==> config.mk <==
export PLATFORM = sky130hd
export DESIGN_NAME = ordered_list_insert_remove_top_flat
export DESIGN_NICKNAME = d
export VERILOG_FILES = /design/src/rtl/core/ordlst_pkg.sv /design/src/rtl/core/ordlst_chan_if.sv /design/src/rtl/core/ordlst_engine.sv /design/src/rtl/core/ordered_list_insert_remove_top.sv /design/src/flat_wrapper.sv
export SDC_FILE = /design/constraint.sdc
export NUM_CORES = 1
export LEC_CHECK = 0
export BUFFER_PORTS_ARGS = -buffer_cell sky130_fd_sc_hd__buf_2
export CORE_ASPECT_RATIO = 1.2
export CORE_MARGIN = 4
export CORE_UTILIZATION = 55
export DETAILED_ROUTE_END_ITERATION = 8
export PLACE_DENSITY_LB_ADDON = 0.3
export SLEW_MARGIN = 30
export SYNTH_ARGS = -nofsm -noshare
export SYNTH_HDL_FRONTEND = slang
export SYNTH_SLANG_ARGS = --single-unit
==> constraint.sdc <==
create_clock -name i_clk -period 4.04 [get_ports i_clk]
set_input_delay 0.404 -clock i_clk [delete_from_list [all_inputs] [get_ports i_clk]]
set_output_delay 0.404 -clock i_clk [all_outputs]
set_load 0.05 [all_outputs]
==> src/rtl/core/ordlst_pkg.sv <==
// ============================================================================
// ordlst_pkg: shared types and constants for the ordered list block
// Item layouts, status and operation codes, default parameter values.
// ============================================================================
package ordlst_pkg;

    // default parameter values
    localparam int CAPACITY_DEF      = 16;
    localparam int ID_BITS_DEF       = 16;
    localparam int DURATION_BITS_DEF = 16;

    // fixed field widths of the channels
    localparam int POS_W   = 5;
    localparam int ID_W    = 16;
    localparam int DUR_W   = 16;
    localparam int CNT_O_W = 5;
    localparam int TOTAL_W = 20;
    localparam int IDX_O_W = 4;

    // operation codes
    typedef enum logic {
        FN_INSERT = 1'b0,
        FN_REMOVE = 1'b1
    } t_func;

    // result status codes
    typedef enum logic [1:0] {
        ST_OK       = 2'd0,
        ST_FULL     = 2'd1,
        ST_BADPOS   = 2'd2,
        ST_NOTFOUND = 2'd3
    } t_status;

    // input item
    typedef struct packed {
        t_func            func;
        logic [POS_W-1:0] position;
        logic [ID_W-1:0]  item_id;
        logic [DUR_W-1:0] duration;
    } t_in_item;

    // result item
    typedef struct packed {
        t_status            status;
        logic [CNT_O_W-1:0] entry_count;
        logic [TOTAL_W-1:0] total_duration;
        logic [IDX_O_W-1:0] longest_index;
        logic [ID_W-1:0]    longest_id;
        logic [DUR_W-1:0]   longest_duration;
    } t_out_item;

    // engine status toward the top level
    typedef struct packed {
        logic idle;
        logic res_valid;
    } t_eng_stat;

endpackage

==> src/rtl/core/ordlst_chan_if.sv <==
// ============================================================================
// ordlst_chan_if: valid/ready channel
// Carries one item per handshake; source drives valid and data, sink ready.
// ============================================================================
interface ordlst_chan_if #(
    parameter type T = logic
);
    logic valid;
    logic ready;
    T     data;

    modport source (output valid, output data, input ready);
    modport sink   (input valid, input data, output ready);
endinterface

==> src/rtl/core/ordlst_engine.sv <==
// ============================================================================
// ordlst_engine: list storage and edit sequencer
// Entry memory with one write and one read port; insert shifts up, remove
// searches then shifts down, and every operation ends with a longest scan.
// ============================================================================
module ordlst_engine
    import ordlst_pkg::*;
#(
    parameter int CAPACITY      = CAPACITY_DEF,
    parameter int ID_BITS       = ID_BITS_DEF,
    parameter int DURATION_BITS = DURATION_BITS_DEF
) (
    input  logic      i_clk,
    input  logic      i_rst_n,
    input  logic      i_start,
    input  t_in_item  i_item,
    input  logic      i_take,
    output t_eng_stat o_stat,
    output t_out_item o_res
);

    localparam int CNT_W  = $clog2(CAPACITY + 1);
    localparam int ADDR_W = $clog2(CAPACITY);
    localparam int CMP_W  = (CNT_W > POS_W) ? CNT_W : POS_W;
    localparam int ENT_W  = ID_BITS + DURATION_BITS;

    typedef enum logic [6:0] {
        S_IDLE     = 7'b0000001,
        S_SHIFT_UP = 7'b0000010,
        S_PUT      = 7'b0000100,
        S_FIND     = 7'b0001000,
        S_SHIFT_DN = 7'b0010000,
        S_SCAN     = 7'b0100000,
        S_DONE     = 7'b1000000
    } t_state;

    t_state r_state, n_state;
    logic [CNT_W-1:0]         r_count, n_count;
    logic [TOTAL_W-1:0]       r_total, n_total;
    logic [CNT_W-1:0]         r_ptr, n_ptr;
    logic [CNT_W-1:0]         r_pos, n_pos;
    logic [ID_BITS-1:0]       r_id, n_id;
    logic [DURATION_BITS-1:0] r_dur, n_dur;
    t_status                  r_status, n_status;
    logic                     r_mv_valid, n_mv_valid;
    logic [ADDR_W-1:0]        r_mv_dst, n_mv_dst;
    logic                     r_cv, n_cv;
    logic [CNT_W-1:0]         r_cidx, n_cidx;
    logic [ADDR_W-1:0]        r_best_idx, n_best_idx;
    logic [ID_BITS-1:0]       r_best_id, n_best_id;
    logic [DURATION_BITS-1:0] r_best_dur, n_best_dur;

    // entry memory, id in the upper part and duration in the lower part
    logic [ENT_W-1:0]         r_mem [CAPACITY];
    logic [ENT_W-1:0]         r_rd_data;
    logic                     rd_en;
    logic [ADDR_W-1:0]        rd_addr;
    logic                     wr_en;
    logic [ADDR_W-1:0]        wr_addr;
    logic [ENT_W-1:0]         wr_data;
    logic [ID_BITS-1:0]       rd_id;
    logic [DURATION_BITS-1:0] rd_dur;
    logic [CNT_W-1:0]         last_idx;

    assign rd_id    = r_rd_data[ENT_W-1 -: ID_BITS];
    assign rd_dur   = r_rd_data[DURATION_BITS-1:0];
    assign last_idx = r_count - CNT_W'(1);
    assign rd_addr  = r_ptr[ADDR_W-1:0];

    // write port: a pending move, else the new entry
    always_comb begin
        wr_en   = 1'b0;
        wr_addr = r_mv_dst;
        wr_data = r_rd_data;
        if (r_mv_valid) begin
            wr_en = 1'b1;
        end else if (r_state == S_PUT) begin
            wr_en   = 1'b1;
            wr_addr = r_pos[ADDR_W-1:0];
            wr_data = {r_id, r_dur};
        end
    end

    always_ff @(posedge i_clk) begin
        if (wr_en) begin
            r_mem[wr_addr] <= wr_data;
        end
        if (rd_en) begin
            r_rd_data <= r_mem[rd_addr];
        end
    end

    // sequencer
    always_comb begin
        n_state    = r_state;
        n_count    = r_count;
        n_total    = r_total;
        n_ptr      = r_ptr;
        n_pos      = r_pos;
        n_id       = r_id;
        n_dur      = r_dur;
        n_status   = r_status;
        n_mv_valid = 1'b0;
        n_mv_dst   = r_mv_dst;
        n_cv       = 1'b0;
        n_cidx     = r_cidx;
        n_best_idx = r_best_idx;
        n_best_id  = r_best_id;
        n_best_dur = r_best_dur;
        rd_en      = 1'b0;

        case (r_state)
            S_IDLE: begin
                if (i_start) begin
                    n_id       = ID_BITS'(i_item.item_id);
                    n_dur      = DURATION_BITS'(i_item.duration);
                    n_ptr      = '0;
                    n_status   = ST_OK;
                    n_best_idx = '0;
                    n_best_id  = '0;
                    n_best_dur = '0;
                    if (i_item.func == FN_INSERT) begin
                        if (CMP_W'(i_item.position) > CMP_W'(r_count)) begin
                            n_status = ST_BADPOS;
                            n_state  = S_SCAN;
                        end else if (r_count == CNT_W'(CAPACITY)) begin
                            n_status = ST_FULL;
                            n_state  = S_SCAN;
                        end else begin
                            n_pos = CNT_W'(i_item.position);
                            if (CMP_W'(i_item.position) == CMP_W'(r_count)) begin
                                n_state = S_PUT;
                            end else begin
                                n_state = S_SHIFT_UP;
                                n_ptr   = last_idx;
                            end
                        end
                    end else begin
                        if (r_count == '0) begin
                            n_status = ST_NOTFOUND;
                            n_state  = S_SCAN;
                        end else begin
                            n_state = S_FIND;
                        end
                    end
                end
            end

            // move entries up one place, from the end down to the position
            S_SHIFT_UP: begin
                rd_en      = 1'b1;
                n_mv_valid = 1'b1;
                n_mv_dst   = ADDR_W'(r_ptr + CNT_W'(1));
                if (r_ptr == r_pos) begin
                    n_state = S_PUT;
                end else begin
                    n_ptr = r_ptr - CNT_W'(1);
                end
            end

            // write the new entry once the last move has landed
            S_PUT: begin
                if (!r_mv_valid) begin
                    n_count = r_count + CNT_W'(1);
                    n_total = r_total + TOTAL_W'(r_dur);
                    n_ptr   = '0;
                    n_state = S_SCAN;
                end
            end

            // search for the first matching identifier
            S_FIND: begin
                if (r_ptr < r_count) begin
                    rd_en  = 1'b1;
                    n_cv   = 1'b1;
                    n_cidx = r_ptr;
                    n_ptr  = r_ptr + CNT_W'(1);
                end
                if (r_cv) begin
                    if (rd_id == r_id) begin
                        n_cv    = 1'b0;
                        n_total = r_total - TOTAL_W'(rd_dur);
                        if (r_cidx == last_idx) begin
                            n_count = last_idx;
                            n_ptr   = '0;
                            n_state = S_SCAN;
                        end else begin
                            n_ptr   = r_cidx + CNT_W'(1);
                            n_state = S_SHIFT_DN;
                        end
                    end else if (r_cidx == last_idx) begin
                        n_cv     = 1'b0;
                        n_status = ST_NOTFOUND;
                        n_ptr    = '0;
                        n_state  = S_SCAN;
                    end
                end
            end

            // move entries down one place over the removed one
            S_SHIFT_DN: begin
                rd_en      = 1'b1;
                n_mv_valid = 1'b1;
                n_mv_dst   = ADDR_W'(r_ptr - CNT_W'(1));
                if (r_ptr == last_idx) begin
                    n_count = last_idx;
                    n_ptr   = '0;
                    n_state = S_SCAN;
                end else begin
                    n_ptr = r_ptr + CNT_W'(1);
                end
            end

            // find the first entry with the largest duration
            S_SCAN: begin
                if (!r_mv_valid && (r_ptr < r_count)) begin
                    rd_en  = 1'b1;
                    n_cv   = 1'b1;
                    n_cidx = r_ptr;
                    n_ptr  = r_ptr + CNT_W'(1);
                end
                if (r_count == '0) begin
                    n_state = S_DONE;
                end else if (r_cv) begin
                    if ((r_cidx == '0) || (rd_dur > r_best_dur)) begin
                        n_best_idx = ADDR_W'(r_cidx);
                        n_best_id  = rd_id;
                        n_best_dur = rd_dur;
                    end
                    if (r_cidx == last_idx) begin
                        n_state = S_DONE;
                    end
                end
            end

            S_DONE: begin
                if (i_take) begin
                    n_state = S_IDLE;
                end
            end

            default: begin
                n_state = S_IDLE;
            end
        endcase
    end

    // control registers
    always_ff @(posedge i_clk) begin
        if (!i_rst_n) begin
            r_state    <= S_IDLE;
            r_count    <= '0;
            r_total    <= '0;
            r_mv_valid <= 1'b0;
            r_cv       <= 1'b0;
        end else begin
            r_state    <= n_state;
            r_count    <= n_count;
            r_total    <= n_total;
            r_mv_valid <= n_mv_valid;
            r_cv       <= n_cv;
        end
    end

    // working registers
    always_ff @(posedge i_clk) begin
        r_ptr      <= n_ptr;
        r_pos      <= n_pos;
        r_id       <= n_id;
        r_dur      <= n_dur;
        r_status   <= n_status;
        r_mv_dst   <= n_mv_dst;
        r_cidx     <= n_cidx;
        r_best_idx <= n_best_idx;
        r_best_id  <= n_best_id;
        r_best_dur <= n_best_dur;
    end

    // status and result
    assign o_stat.idle      = (r_state == S_IDLE);
    assign o_stat.res_valid = (r_state == S_DONE);

    assign o_res.status           = r_status;
    assign o_res.entry_count      = CNT_O_W'(r_count);
    assign o_res.total_duration   = r_total;
    assign o_res.longest_index    = IDX_O_W'(r_best_idx);
    assign o_res.longest_id       = ID_W'(r_best_id);
    assign o_res.longest_duration = DUR_W'(r_best_dur);

endmodule

==> src/rtl/core/ordered_list_insert_remove_top.sv <==
// ============================================================================
// ordered_list_insert_remove_top: ordered list with insert and remove
// Keeps up to CAPACITY entries of identifier and duration in a memory.
// ============================================================================
// Usage:
//   i_in takes one operation item: insert at a position, or remove by
//   identifier. o_out returns one result item per operation: status, entry
//   count, total duration and the first entry with the largest duration.
//   Both channels are valid/ready; an item moves when both are high.
// Operation:
//   One operation at a time. The entry memory has one read and one write
//   port and moves one entry per cycle: an insert shifts the later entries
//   up and then writes the new entry, a remove searches for the match and
//   then shifts the later entries down, and every operation ends with a
//   scan for the longest entry and a done state. The result is registered
//   in the output register; the next item is taken once the engine is
//   back in idle.
// Reset:
//   Clears the count and the total; the entry memory needs no clearing.
// Stall:
//   The result sits in an output register; the next operation is taken
//   while it waits, and its own result holds in the engine until the
//   output register frees.
// ============================================================================
module ordered_list_insert_remove_top
    import ordlst_pkg::*;
#(
    parameter int CAPACITY      = CAPACITY_DEF,
    parameter int ID_BITS       = ID_BITS_DEF,
    parameter int DURATION_BITS = DURATION_BITS_DEF
) (
    input  logic          i_clk,
    input  logic          i_rst_n,
    ordlst_chan_if.sink   i_in,
    ordlst_chan_if.source o_out
);

    t_eng_stat eng_stat;
    t_out_item eng_res;
    t_in_item  in_item;
    logic      start;
    logic      take;
    logic      r_out_valid;
    t_out_item r_out_data;

    assign in_item     = i_in.data;
    assign i_in.ready  = eng_stat.idle;
    assign start       = i_in.valid && eng_stat.idle;
    assign take        = eng_stat.res_valid && (!r_out_valid || o_out.ready);

    ordlst_engine #(
        .CAPACITY      (CAPACITY),
        .ID_BITS       (ID_BITS),
        .DURATION_BITS (DURATION_BITS)
    ) u_engine (
        .i_clk   (i_clk),
        .i_rst_n (i_rst_n),
        .i_start (start),
        .i_item  (in_item),
        .i_take  (take),
        .o_stat  (eng_stat),
        .o_res   (eng_res)
    );

    // output register
    always_ff @(posedge i_clk) begin
        if (!i_rst_n) begin
            r_out_valid <= 1'b0;
        end else if (take) begin
            r_out_valid <= 1'b1;
        end else if (o_out.ready) begin
            r_out_valid <= 1'b0;
        end
    end

    always_ff @(posedge i_clk) begin
        if (take) begin
            r_out_data <= eng_res;
        end
    end

    assign o_out.valid = r_out_valid;
    assign o_out.data  = r_out_data;

endmodule
==> src/flat_wrapper.sv <==
// flat-port wrapper written by rule: the top's interface ports become plain ports
module ordered_list_insert_remove_top_flat import ordlst_pkg::*;
#(
    parameter int CAPACITY      = CAPACITY_DEF,
    parameter int ID_BITS       = ID_BITS_DEF,
    parameter int DURATION_BITS = DURATION_BITS_DEF
)
  (i_clk, i_rst_n, i_in_valid, i_in_data, i_in_ready, o_out_valid, o_out_data, o_out_ready);
  ordlst_chan_if i_in_i ();
  ordlst_chan_if o_out_i ();
  input  logic i_clk;
  input  logic i_rst_n;
  input wire logic [$bits(i_in_i.valid)-1:0] i_in_valid;
  input wire logic [$bits(i_in_i.data)-1:0] i_in_data;
  output wire logic [$bits(i_in_i.ready)-1:0] i_in_ready;
  output wire logic [$bits(o_out_i.valid)-1:0] o_out_valid;
  output wire logic [$bits(o_out_i.data)-1:0] o_out_data;
  input wire logic [$bits(o_out_i.ready)-1:0] o_out_ready;
  assign i_in_i.valid = i_in_valid;
  assign i_in_i.data = i_in_data;
  assign i_in_ready = i_in_i.ready;
  assign o_out_valid = o_out_i.valid;
  assign o_out_data = o_out_i.data;
  assign o_out_i.ready = o_out_ready;
  ordered_list_insert_remove_top #(.CAPACITY(CAPACITY), .ID_BITS(ID_BITS), .DURATION_BITS(DURATION_BITS)) u_core (.i_clk(i_clk), .i_rst_n(i_rst_n), .i_in(i_in_i), .o_out(o_out_i));
endmodule
==> out/qor.yml, run 1 <==
run_status: "finished, final reports clean"
synthesis.area_um2: 12900
floorplan.die.width_um: 148
power_switching_mw: 2.55
yosys_register_bits: 317
first_global_vias: 6761
critPathTopFamily: "flip-flops"
final_hold_viol_count: 0
timing.hold.worst_path_depth: 1
worst_pin_slew_ns: 1.03
power.leakage_nw: 4.66
detail_route.vias_per_cell: 6.26
area_growth_syn_to_layout_pct: 11.5
worst_ep_required_time_ns: 4.22
synth.avg_cell_area_um2: 18.6
core_area_um2: 23200
groute.usage.overall: 0.214
die-area_um2: 26100
most-common-layout-cells: "edfxtp_1, mux4_2, and2_1, clkbuf_16, inv_1"
slew_viol_final: 0
synth.yosys.seq_area_share: 0.725
grt_setup_unrepaired: "no"
cts_sinks: 317
pre_cts_slack_ns: 1.24
intPower_mw: 6.47
max_clock_freq_ghz: 0.349
grt_max_degree: 48
cts_htree_levels: 1
post_cts_buffers: 0
pin_count: 8
maxSlewHeadroom: 0.311
cts_inserted_buffers: 30
timing.final.crit_period_ns: 2.86
vdd.ir_drop.worst_v: 0.000389
holdCritPathClass: "input pin to flip-flop"
worst_hold_check_slack_ns: 0.0333
place.gp.congestion: 0.795
r2r_start: "u_core.u_engine.r_ptr[1]"
vias: 6641
totalPowerFinal_mw: 9.02
pwr_density_cell_nw_per_um2: 625
part_of_the_power_in_registers: 0.449
route.detailed.drc: 0
wire_length_of_the_first_global_routing_pass_mm: 41.9
antenna_found_initial: 0
synth_enable_flop_cells: 304
timing.critical_path.cells: "clkinv_1 > ha_1 > or4b_1 > o2111ai_1 > a21oi_1"
yosys.area.top_type_share: 0.705
drt_first_iter_violations: 635
placedInstanceArea_um2: 13500
hold_crit_endpoint: "u_core.u_engine.r_dur[0]"
timing.hold.worst.start: "i_in_data"
path_clk_slew_ns: 0.07
skew_ns: 0.0115
critical_path.max_fanout: 16
ctsResizeCount: 0
critPathMaxStageDelay_ns: 0.80
cap_violations: 0
cp_num_buf_inv: 1
grt_overflow: 0
fin_cells: 1061
number_of_input_and_output_port_buffers_inserted: 7
yosys_warnings: 0
post_route_cells_drive_above_1_share: 0.228
timing.reg2reg.worst_path_depth: 5
post-synth-top-area-cell: "edfxtp_1"
syn-num-nets: 725
clock_latency_ns: 0.54
synth_top_flop_cell: "edfxtp_1"
starting_density: 0.558
power.share.clock: 0.302
final_min_period_over_clock_period: 0.709
cts_max_path_buffers: 3
syn-instance-count: 695
ctsHoldBuffers: 0
critPathCaptureType: "flip-flop"
power.combinational.fraction: 0.249
worstSetupStartpointType: "flip-flop"
tritoncts: "yes"
endpoint_arrival_time_on_the_critical_path_ns: 3.05
dieHeight_um: 176
clockRootBuffer: "clkbuf_16"
finalWorstSetupSlack_ns: 1.18
commonest_non_fill_non_tap_cell_in_the_layout: "edfxtp_1"
dp_hpwl_mm: 15.7
route.final.wire_length_mm: 27.3
postRouteAntennaNets: 0
ff2ff_setup_slack_ns: 1.18
n_antenna_cell: 0
ys_top_cells_by_area: "edfxtp_1, mux4_2, ha_1"
crit-reg2reg-capture: "u_core.u_engine.r_ptr[0]"
synth.distinct_cells: 51
dr.pass1.iters: 5
cp_slowest_cell: "edfxtp_1"
synth-async-reset-ratio: 0
final_area_um2: 14400
final_util: 0.622
design.final.nets: 754
fin_setup_tns_ns: 0
rows: 61
switch_share: 0.283
worst-setup-path-type: "flip-flop to flip-flop"
setup_violations: 0
post-place-cells: 1007
wl_per_cell_um: 25.8
[synth_stat cells, types with 2 or more instances]
cell,number
mux4_2,73
buf_6,2
edfxtp_1,304
dfxtp_1,13
and3_1,3
nor2_1,31
nand3_1,7
a21oi_1,10
o211ai_1,7
inv_1,26
nand2b_1,4
nor3_1,10
nand4_1,7
buf_2,8
o21ai_0,9
or4_1,2
a211oi_1,9
and2_1,32
buf_1,2
nor2b_1,9
a221oi_1,2
a21o_1,2
ha_1,25
a221o_1,2
xnor2_1,9
clkbuf_1,18
clkinv_1,3
nand3b_1,4
a31oi_1,8
xor2_1,6
o221ai_1,3
nand2_1,25
nor4_1,2
[worst max-delay path by stage]
stage | startpoint | slack, ns | end | cells past startpoint
floorplan | u_core.u_engine.r_rd_data[1] | 1.15 | u_core.u_engine.r_best_dur[0] | 6
global placement | u_core.u_engine.r_ptr[1] | 1.27 | u_core.u_engine.r_rd_data[15] | 5
detailed placement | u_core.u_engine.r_ptr[1] | 1.24 | u_core.u_engine.r_rd_data[12] | 5
CTS | u_core.u_engine.r_ptr[1] | 1.23 | u_core.u_engine.r_ptr[2] | 5
global route | u_core.u_engine.r_ptr[1] | 1.11 | u_core.u_engine.r_ptr[0] | 5
finish | u_core.u_engine.r_ptr[1] | 1.18 | u_core.u_engine.r_ptr[0] | 5
[kinds of logic (layout without fill, tap and decap cells)]
group,Yosys count,after routing,share of synthesized area
AND/OR/NAND/NOR,143,143,0.0588
buffers and inverters,59,110,0.0190
XOR/XNOR,15,15,0.0101
AO/OA/AOI/OAI,61,61,0.0341
multiplexers,75,75,0.129
flip-flops,317,317,0.725
adder cells (fa/ha/maj),25,25,0.0242
[area by class of cell]
type	count	area [µm²]
Sequential cell	317	9390
Fill cell	1625	8760
Tap cell	315	394
Inverter	29	109
Multi-Input combinational cell	319	3400
Timing Repair Buffer	27	189
Clock inverter	21	175
Clock buffer	33	783
[state kept, by name (all words and copies together) (netlist names)]
name / cells
u_core.u_engine.r_state: 5
u_core.u_engine.r_rd_data: 16
u_core.u_engine.r_dur: 1
u_core.u_engine.r_cv: 1
u_core.o_out.valid: 1
u_core.u_engine.r_mv_valid: 1
u_core.u_engine.r_best_dur: 16
u_core.u_engine.r_mem: 256
u_core.u_engine.r_ptr: 5
u_core.o_out.data: 1
u_core.u_engine.r_mv_dst: 4
u_core.u_engine.r_count: 5
u_core.u_engine.r_cidx: 5
[worst register-to-register path, stage by stage, from the launching register on]
cell       delay [ns]
edfxtp_1         0.80
clkinv_1         0.62
ha_1             0.38
or4b_1           0.18
o2111ai_1        0.11
a21oi_1          0.42
[power groups by stage]
stage | Clock, mW | Combinational, mW | Sequential (mW)
global route | 2.92 | 2.44 | 4.06
detailed placement | 0 | 2.24 | 4.12
global placement | 0 | 2.20 | 4.11
CTS | 2.76 | 2.27 | 4.05
floorplan | 0 | 1.77 | 4.05
finish | 2.72 | 2.25 | 4.05
[per-layer routing]
| metal | share of wire | global-route usage |
|---|---|---|
| met1 | 0.40 | 0.297 |
| met2 | 0.51 | 0.361 |
| met3 | 0.061 | 0.0290 |
| met4 | 0.027 | 0.0624 |
| met5 | 0 | 0 |
(Power assumes the default switching activity.)
==> run 2, diff against run 1 <==
--- a/config.mk
+++ b/config.mk
@@ -5,6 +5,7 @@
 export SDC_FILE = /design/constraint.sdc
 export NUM_CORES = 1
 export LEC_CHECK = 0
+export ABC_AREA = 1
 export BUFFER_PORTS_ARGS = -buffer_cell sky130_fd_sc_hd__buf_2
 export CORE_ASPECT_RATIO = 1.2
 export CORE_MARGIN = 4
==> constraint.sdc (replaced) <==
create_clock -name i_clk -period 2.3 [get_ports i_clk]
set_input_delay 0.23 -clock i_clk [delete_from_list [all_inputs] [get_ports i_clk]]
set_output_delay 0.23 -clock i_clk [all_outputs]
set_load 0.05 [all_outputs]
==> run 2 against run 1 <==
Total power rose by 90%. Critical path depth grew 5. Hold slack barely moved. Die area up 2.8%. Routed wire length increased by 12%. Register-to-register slack got worse by 1.0 ns. Synthesized area increased by 2.9%. Design area grew 4.4%. Sequential cell count is the same. Largest power group unchanged.
==> out/qor.yml, run 2 <==
run_status: "finished, final reports clean"
largest_register_by_flop_count: "u_core.u_engine.r_mem"
post_route_cells_drive_above_1_share: 0.138
holdCritPathClass: "input pin to flip-flop"
critical_path.max_fanout: 10
timing.final.crit_period_ns: 2.13
groute.usage.overall: 0.231
synth-async-reset-ratio: 0
synth_enable_flop_cells: 304
fillCellCount: 1807
dp_hpwl_mm: 18.6
wire_length_of_the_first_global_routing_pass_mm: 47.1
ys_top_cells_by_count: "edfxtp_1, nor2_1, o21ai_0, nand2_1, inv_1"
drt_first_iter_violations: 699
skew_ns: 0.00792
pwr_density_cell_nw_per_um2: 1140
first_global_vias: 8471
synth.most_common_cell: "edfxtp_1"
synth.distinct_cells: 41
synth_top_flop_cell: "edfxtp_1"
fin_setup_tns_ns: 0
worst-setup-path-type: "flip-flop to flip-flop"
commonest_non_fill_non_tap_cell_in_the_layout: "edfxtp_1"
endpoint_arrival_time_on_the_critical_path_ns: 2.38
starting_density: 0.558
core_area_um2: 23900
vdd.ir_drop.worst_v: 0.000627
floorplan.die.width_um: 150
grt_setup_unrepaired: "no"
vias: 8651
yosys_warnings: 0
cts_sinks: 317
most-common-layout-cells: "edfxtp_1, nor2_1, o21ai_0, nand2_1, inv_1"
grt_max_degree: 68
design.final.nets: 1177
synth.avg_cell_area_um2: 12.1
synthesis.area_um2: 13300
max_clock_freq_ghz: 0.470
top_regs: "u_core.u_engine.r_mem: 256 flops, u_core.u_engine.r_best_dur: 16 flops, u_core.u_engine.r_rd_data: 16 flops"
post_cts_buffers: 0
grt_overflow: 0
path_clk_slew_ns: 0.06
cts_max_path_buffers: 3
critPathCaptureType: "flip-flop"
worst_ep_required_time_ns: 2.55
ys_top_cells_by_area: "edfxtp_1, nor2_1, o21ai_0"
tritoncts: "yes"
die-area_um2: 26800
ctsResizeCount: 0
route.detailed.drc: 0
cap_violations: 0
worstSetupStartpointType: "flip-flop"
number_of_input_and_output_port_buffers_inserted: 7
final_hold_viol_count: 0
worst_hold_check_slack_ns: 0.0337
final_area_um2: 15100
syn-instance-count: 1098
final_util: 0.631
cts_htree_levels: 1
place.gp.congestion: 0.881
totalPowerFinal_mw: 17.2
maxSlewHeadroom: 0.490
postRouteAntennaNets: 0
power.leakage_nw: 5.44
n_antenna_cell: 0
worst_pin_slew_ns: 0.765
dieHeight_um: 178
largest_reg_flops: 256
detail_route.vias_per_cell: 5.81
pin_count: 8
clock_latency_ns: 0.55
final_min_period_over_clock_period: 0.925
yosys.area.top_type_share: 0.685
wl_per_cell_um: 20.6
clockRootBuffer: "clkbuf_16"
synth.yosys.seq_area_share: 0.705
yosys_register_bits: 317
antenna_found_initial: 0
syn-num-nets: 1128
area_growth_syn_to_layout_pct: 13.1
slew_viol_final: 0
route.final.wire_length_mm: 30.7
post-synth-top-area-cell: "edfxtp_1"
rows: 62
dr.pass1.iters: 5
ctsHoldBuffers: 2
setup_violations: 0
placedInstanceArea_um2: 14200
cts_inserted_buffers: 30
[run 2: cell count changes in the layout (fill, tap and decap cells not counted), moves of 10 or more]
| cell | delta |
|---|---|
| and2_1 | -32 |
| buf_12 | +10 |
| buf_4 | +33 |
| inv_1 | +53 |
| inv_2 | +11 |
| mux4_2 | -73 |
| nand2_1 | +81 |
| nand3_1 | +32 |
| nor2_1 | +152 |
| o21ai_0 | +127 |
| o221ai_1 | +20 |
| o22ai_1 | +44 |
[run 2: layout make-up]
cell class	instances	area (µm²)	area share
Timing Repair Buffer	71	646	0.0428
Multi-Input combinational cell	636	3400	0.225
Inverter	91	343	0.0227
Clock buffer	39	806	0.0535
Clock inverter	14	90.1	0.00598
Sequential cell	317	9390	0.623
Tap cell	320	400	0.0266
[run 2: per-stage QoR]
stage	cells	setup WS [ns]
floorplan	1098	0.0417
global placement	1433	0.244
detailed placement	1433	0.221
CTS	1488	0.185
global route	1488	0.0187
finish	1488	0.172
[run 2: power breakdown]
group / switching (mW) / internal, mW
combinational: 3.72 / 1.76
sequential: 0.164 / 6.97
clock: 1.99 / 2.56
total: 5.88 / 11.3
[run 2: worst paths after layout]
path              slack (ns)                          start  cells after the start                       endpoint
hold / removal          0.03                     i_in_valid                      4     u_core.u_engine.r_state[0]
hold reg to reg         0.53  u_core.u_engine.r_best_dur[0]                      0              u_core.o_out.data
setup / recovery        0.17  u_core.u_engine.r_rd_data[10]                     10  u_core.u_engine.r_best_dur[6]
setup reg to reg        0.17  u_core.u_engine.r_rd_data[10]                     10  u_core.u_engine.r_best_dur[6]
[run 2: kinds of logic after synthesis]
group	Yosys count	share of synthesized area
simple gates	364	0.119
fa+ha+maj	25	0.0235
xor+xnor	4	0.00263
compound gates	243	0.106
flops	317	0.705
buf+inv	145	0.0439
[run 2: critical path, stage by stage, from the launching register on]
cell and delay, ns:
edfxtp_1 0.45, ha_1 0.34, nand4_1 0.11, nor3_1 0.23, nand2_1 0.09, nand2_1 0.06
nand2_1 0.06, nand2_1 0.06, nand2_1 0.06, a21oi_2 0.15, buf_4 0.22
[run 2: per-layer routing]
metal	part of all wire	wire [µm]	global-route usage	vias up
met4	0.031	953	0.0828	0
met3	0.069	2110	0.0356	76
li1	-	-	-	4037
met5	0	0	0	-
met1	0.40	12300	0.302	4227
met2	0.50	15300	0.395	311
